[src/sv/fctl_pkg.sv]
// Types, constants and codes shared by the fade curve table lookup modules.
`default_nettype none

package fctl_pkg;

    // Default table depth.
    localparam int TABLE_SIZE_DEF = 1024;

    // Fixed-point formats.
    localparam logic [16:0] ANGLE_ONE  = 17'd65536;
    localparam logic [16:0] ANGLE_HALF = 17'd32768;
    localparam logic [15:0] LEVEL_ONE  = 16'd32768;

    // Odd sine polynomial coefficients, Q30.
    localparam logic [30:0] SIN_C1 = 31'd1686629713;
    localparam logic [30:0] SIN_C3 = 31'd693598668;
    localparam logic [30:0] SIN_C5 = 31'd85569306;
    localparam logic [30:0] SIN_C7 = 31'd5026995;
    localparam logic [30:0] SIN_C9 = 31'd172272;

    // Curve shape codes.
    localparam logic [1:0] SHAPE_SINE   = 2'd0;
    localparam logic [1:0] SHAPE_LINEAR = 2'd1;
    localparam logic [1:0] SHAPE_RAISED = 2'd2;
    localparam logic [1:0] SHAPE_KEEP   = 2'd3;

    // Command codes.
    localparam logic CMD_REBUILD = 1'b0;
    localparam logic CMD_LOOKUP  = 1'b1;

    // Configuration register indexes.
    typedef enum logic [2:0] {
        CFG_REC_SHAPE        = 3'd0,
        CFG_PRE_SHAPE        = 3'd1,
        CFG_REC_DELAY_MIN    = 3'd2,
        CFG_REC_DELAY_RATIO  = 3'd3,
        CFG_PRE_WINDOW_MIN   = 3'd4,
        CFG_PRE_WINDOW_RATIO = 3'd5
    } fctl_cfg_idx_t;

    // Configuration reset values.
    localparam logic [1:0]  REC_SHAPE_RST        = 2'd2;
    localparam logic [1:0]  PRE_SHAPE_RST        = 2'd1;
    localparam logic [10:0] REC_DELAY_MIN_RST    = 11'd0;
    localparam logic [15:0] REC_DELAY_RATIO_RST  = 16'd512;
    localparam logic [10:0] PRE_WINDOW_MIN_RST   = 11'd0;
    localparam logic [15:0] PRE_WINDOW_RATIO_RST = 16'd8192;

    // Input word.
    typedef struct packed {
        logic        cmd;
        logic [16:0] phase;
    } fctl_item_t;

    // Output word.
    typedef struct packed {
        logic [15:0] rec_level;
        logic [15:0] pre_level;
    } fctl_result_t;

    // Divider status seen by the sequencer.
    typedef struct packed {
        logic busy;
        logic done;
    } fctl_div_status_t;

endpackage

`default_nettype wire

[src/sv/fctl_div.sv]
// Bit-serial restoring divider of the constant 65536 by a table span.
`default_nettype none

module fctl_div
    import fctl_pkg::*;
#(
    parameter int DIV_W = 11
) (
    input  wire logic             clk,
    input  wire logic             rst_n,
    input  wire logic             start,
    input  wire logic [DIV_W-1:0] divisor,
    output fctl_div_status_t      status,
    output logic      [16:0]      quot,
    output logic      [DIV_W-1:0] rem
);

    logic             busy_reg, busy_next;
    logic             done_reg, done_next;
    logic [4:0]       cnt_reg, cnt_next;
    logic [DIV_W-1:0] rem_reg, rem_next;
    logic [16:0]      quo_reg, quo_next;
    logic [DIV_W-1:0] div_reg, div_next;
    logic [DIV_W:0]   trial;
    logic             fits;

    // One quotient bit per cycle, most significant first.
    always_comb
    begin
        busy_next = busy_reg;
        done_next = 1'b0;
        cnt_next  = cnt_reg;
        rem_next  = rem_reg;
        quo_next  = quo_reg;
        div_next  = div_reg;
        trial     = {rem_reg, quo_reg[16]};
        fits      = (trial >= {1'b0, div_reg});
        if (start)
        begin
            busy_next = 1'b1;
            cnt_next  = 5'd17;
            rem_next  = '0;
            quo_next  = ANGLE_ONE;
            div_next  = divisor;
        end
        else if (busy_reg)
        begin
            rem_next = fits ? DIV_W'(trial - {1'b0, div_reg}) : trial[DIV_W-1:0];
            quo_next = {quo_reg[15:0], fits};
            cnt_next = cnt_reg - 5'd1;
            if (cnt_reg == 5'd1)
            begin
                busy_next = 1'b0;
                done_next = 1'b1;
            end
        end
    end

    // Control state.
    always_ff @(posedge clk or negedge rst_n)
    begin
        if (!rst_n)
        begin
            busy_reg <= 1'b0;
            done_reg <= 1'b0;
            cnt_reg  <= '0;
        end
        else
        begin
            busy_reg <= busy_next;
            done_reg <= done_next;
            cnt_reg  <= cnt_next;
        end
    end

    // Datapath.
    always_ff @(posedge clk)
    begin
        rem_reg <= rem_next;
        quo_reg <= quo_next;
        div_reg <= div_next;
    end

    assign status.busy = busy_reg;
    assign status.done = done_reg;
    assign quot        = quo_reg;
    assign rem         = rem_reg;

endmodule

`default_nettype wire

[config.mk]
export PLATFORM = sky130hd
export DESIGN_NAME = fctl_div
export DESIGN_NICKNAME = d
export VERILOG_FILES = /design/src/sv/fctl_pkg.sv /design/src/sv/fctl_div.sv
export SDC_FILE = /design/constraint.sdc
export NUM_CORES = 1
export LEC_CHECK = 0
export ABC_AREA = 1
export BUFFER_PORTS_ARGS = -buffer_cell sky130_fd_sc_hd__buf_2
export CORE_AREA = 3 3 79 81
export DETAILED_ROUTE_END_ITERATION = 7
export DIE_AREA = 0 0 82 84
export PLACE_DENSITY = 0.74
export SLEW_MARGIN = 10
export SYNTH_ARGS = -nofsm -noshare
export SYNTH_HDL_FRONTEND = slang
export SYNTH_SLANG_ARGS = --single-unit
[constraint.sdc]
create_clock -name clk -period 2.3 [get_ports clk]
set_input_delay 0.23 -clock clk [delete_from_list [all_inputs] [get_ports clk]]
set_output_delay 0.23 -clock clk [all_outputs]
set_load 0.03 [all_outputs]
---- Word level (Yosys, flattened, before mapping) ----
Index checks and enable logic that the tools add are counted.
cells by class
  add/sub/neg operators ................... 2
  reductions and logical operators ........ 1
  magnitude comparators ................... 1
  mux-type cells .......................... 9
  equality and inequality tests ........... 1
operators with widths
  operator                                           count
  >= comparator 12 x 11 -> 1 bit                     1
  2-to-1 mux 11 bit                                  1
  subtractor 11 bit                                  1
  2-to-1 mux 5 bit                                   2
  2-to-1 mux 1 bit                                   6
  == test 5 x 1 -> 1 bit (second input constant)     1
  subtractor 5 x 1 -> 5 bit (second input constant)  1
  nonzero test 2 bit                                 1
word-level totals
  logic and storage cells ................. 20
  output and inout bits ................... 30
  input bits .............................. 14
  register bits ........................... 46

---- Depth between registers and ports, before layout ----
  word-level depth ........................ 4
  mapped depth ............................ 14
  mapped depth without buffers ............ 14

---- Least setup slack after synthesis ----
OpenSTA, ideal clock, no wires.
  path kind ............................... register to register
  start point ............................. register quo_reg[16], in the netlist quot[16]
  end point ............................... register rem_reg[7], in the netlist rem[7]
  data required time ...................... 2.188 ns
  period minus slack after synthesis ...... 2.131 ns
  slack ................................... 0.169 ns
  buffers on the path ..................... 1
  arrival time ............................ 2.019 ns
  cell stages (with the launch flop) ...... 15
  library setup time ...................... 0.112 ns
  cells stage by stage .................... dfxtp_1 inv_1 ha_1 fa_1 inv_2 nand2_1 nand2_1 nand2_4 nand2_4 nand2_4 nand3_4 buf_12 nand3_2 nand2_1 nand2_1
on the way
  longest elaborated chain between the ends .. 2
  elaborated cells on any way between the ends .. 3
  those cells by class .................... 1 x add/sub; 1 x order compare; 1 x mux
RTL lines
  what                                                                        RTL line                        source
  start: declaration                                                          fctl_div.sv:22                  logic [16:0] quo_reg, quo_next;
  start signal: assignment                                                    fctl_div.sv:80                  quo_reg <= quo_next;
  subtractor 11 bit / >= comparator 12 x 11 -> 1 bit (equally long branches)  fctl_div.sv:48, fctl_div.sv:37
  2-to-1 mux 11 bit (*)                                                       fctl_div.sv:48                  rem_next = fits ? DIV_W'(trial - {1'b0, div_reg}) : trial[DIV_W-1:0];
  end signal: assignment                                                      fctl_div.sv:79                  rem_reg <= rem_next;
  end: declaration                                                            fctl_div.sv:21                  logic [DIV_W-1:0] rem_reg, rem_next;
Every way passes the cells marked *; elsewhere a longest branch is shown, timed or not.
A chain may end at the register's enable or synchronous reset.

---- Worst setup path after layout ----
  start point ............................. register quo_reg[16], in the netlist quot[16]
  end point ............................... register rem_reg[10], in the netlist rem[10]
Same word-level chain as after synthesis.

==> reports/metrics.cfg <==
[die]
core-area_um2 = 5540
ioPinCount = 44
initial_core_util = 0.452
dieArea_um2 = 6890
fp.dieW_um = 82
die_h_um = 84
std_cell_rows = 27

[drt]
viasPerCell = 4.81
dr.pass1.iters = 4
wl_per_cell_um = 11.6
wl_mm = 5.05
drtAntennaViolNets = 0
drcViolationCount = 0
vias = 2101
drt_iter0_markers = 120

[cells_and_area]
syn_to_final_growth_pct = 14.8
utilization = 0.519
final_common_cell = nand2_1
largest_reg_flops = 17
final_area_um2 = 2870
antennaDiodeCount = 0
final_cell_mix = nand2_1 (87), inv_1 (54), buf_2 (43)
drive_above_1_share = 0.230
num-nets-final = 392

[logic_synthesis]
syn-instance-count = 318
synth_area_um2 = 2500
synth_enable_flop_cells = 11
yosys.area.top_type = dfxtp_1
synth_nets = 346
synth.distinct_cells = 36
yosys_most_used_dff = dfxtp_1
postSynthAreaPerCell_um2 = 7.87
ys_top_cells_by_area = dfxtp_1 (22%), edfxtp_1 (13%), nand2_1 (13%)
ys_seq_elements = 46
ys_warn_count = 0
async_flop_share = 0.152
yosysSeqAreaShare = 0.426
post-synth-top-area-fraction = 0.224

[cts]
insertion_delay_ns = 0.29
cts-root-buf = clkbuf_8
clkTransAtPathRegs_ns = 0.08
tritoncts = yes
cts_sinks = 46
cts_buffers = 5
clockBufferDepth = 2
htree_levels = 2

[power]
pwr-share-comb = 0.472
p_leak_nw = 1.51
switchingPower_w = 0.00127
power_density_nw_per_um2 = 1030
p_int_w = 0.00167
p_clk_frac = 0.167
totalPowerFinal_w = 0.00295
max-vdd-ir-drop_mv = 0.511
pwr-share-seq = 0.361
swShare = 0.432

[timing]
max_freq_mhz = 481
finalHoldViolations = 0
period_share = 0.904
min_period_ns = 2.08
setup_violations = 0
slew_headroom = 0.713
skew_ns = 0.00442
setup_tns_ns = 0
tightest_slew_ns = 0.428
rsz0062_at_grt = no
slew_viol_final = 0

[setup_path]
endpoint_kind = flop
cp_max_fo = 13
reg2reg_depth = 14
required_ns = 2.54
crit_type = flop to flop
rrSetupSlack_ns = 0.22
cp.arrival_ns = 2.32
cp-start-kind = flop

[run_status]
status = finished clean

[grt]
grt_pass1_vias = 2130
grt_use_total = 0.166
grt_max_degree = 18
grt_overflow_total = 0
grt_pass1_wl_mm = 9.11
antenna_found_initial = 0

[placement]
placed_cell_area_um2 = 2770
place_congestion = 0.872
port_buffers = 43
post-dp-hpwl_mm = 4.08

[min_path]
hold_depth = 1
min_path_type = input pin to flop

[job]
drv_cap = 0

cells by family after synthesis:
logic type,share of synthesized area
compound gates,0.0665
simple gates,0.305
buf+inv,0.119
fa+ha+maj,0.0730
xor+xnor,0.0105
flops,0.426
power groups by stage:
stage	sequential, W	combinational, W	clock [W]
after floorplan	0.00122	0.000989	0
after global placement	0.00108	0.00138	0
after detailed placement	0.00108	0.00140	0
after CTS	0.00106	0.00141	0.000509
after global routing	0.00108	0.00158	0.000542
final	0.00106	0.00139	0.000491
routing by layer:
layer	track usage	wire, um	vias to the layer above
met5	0	0	-
met4	0.0453	72	0
met3	0.0540	300	9
met2	0.273	2410	42
met1	0.207	2270	952
li1	-	-	1098
repair_timing:
action,4_1_cts,5_1_grt
setup endpoints to repair,0,0
buffers inserted,0,0
endpoints found under the hold margin,7,0
gates resized for setup,0,0
hold buffers,1,0
layout make-up:
class                           instances  area (um^2)
Fill cell                             542         2670
Multi-Input combinational cell        200         1140
Sequential cell                        46         1070
Clock inverter                          1         5.00
Clock buffer                            7         86.3
Inverter                               64          240
Tap cell                               72         90.1
Timing Repair Buffer                   47          248
per-stage QoR:
step	worst slack, ns	hold WS [ns]	cells
2_1_floorplan	0.169	-0.0656	318
3_3_place_gp	0.318	0.0686	428
3_5_place_dp	0.234	0.0681	428
4_1_cts	0.205	0.0973	437
5_1_grt	0.00726	0.0899	437
6_report	0.222	0.108	437
final timing paths:
path | to | from
worst max-delay path | rem[10] | quot[16]
worst min-delay path | div_reg[8] | divisor[8]
worst max register to register | rem[10] | quot[16]
worst min register to register | cnt_reg[2] | cnt_reg[2]
max in group asynchronous | busy_reg | rst_n
min in group asynchronous | cnt_reg[4] | rst_n
critical path: stages (launching register included):
cell and delay (ns):
dfxtp_1 0.33, inv_1 0.07, ha_1 0.23, fa_1 0.42, inv_2 0.09, nand2_1 0.05
nand2_1 0.12, nand2_4 0.07, nand2_4 0.06, nand2_4 0.07, nand3_4 0.19, nand2_1 0.16
nand2_1 0.09, nand2_1 0.05, nand2_1 0.05
synthesized netlist by cell type, drive strengths merged (2+ instances only):
master and number:
clkbuf 3, ha 13, or2 2, clkinv 2, dfxtp 28, inv 62, xnor2 2, nand4 5
dfrtp 7, o21ai 4, buf 5, nand2 96, edfxtp 11, o22ai 16, nand3 28, nor2 20
a21oi 7
(Power assumes the default switching activity.)
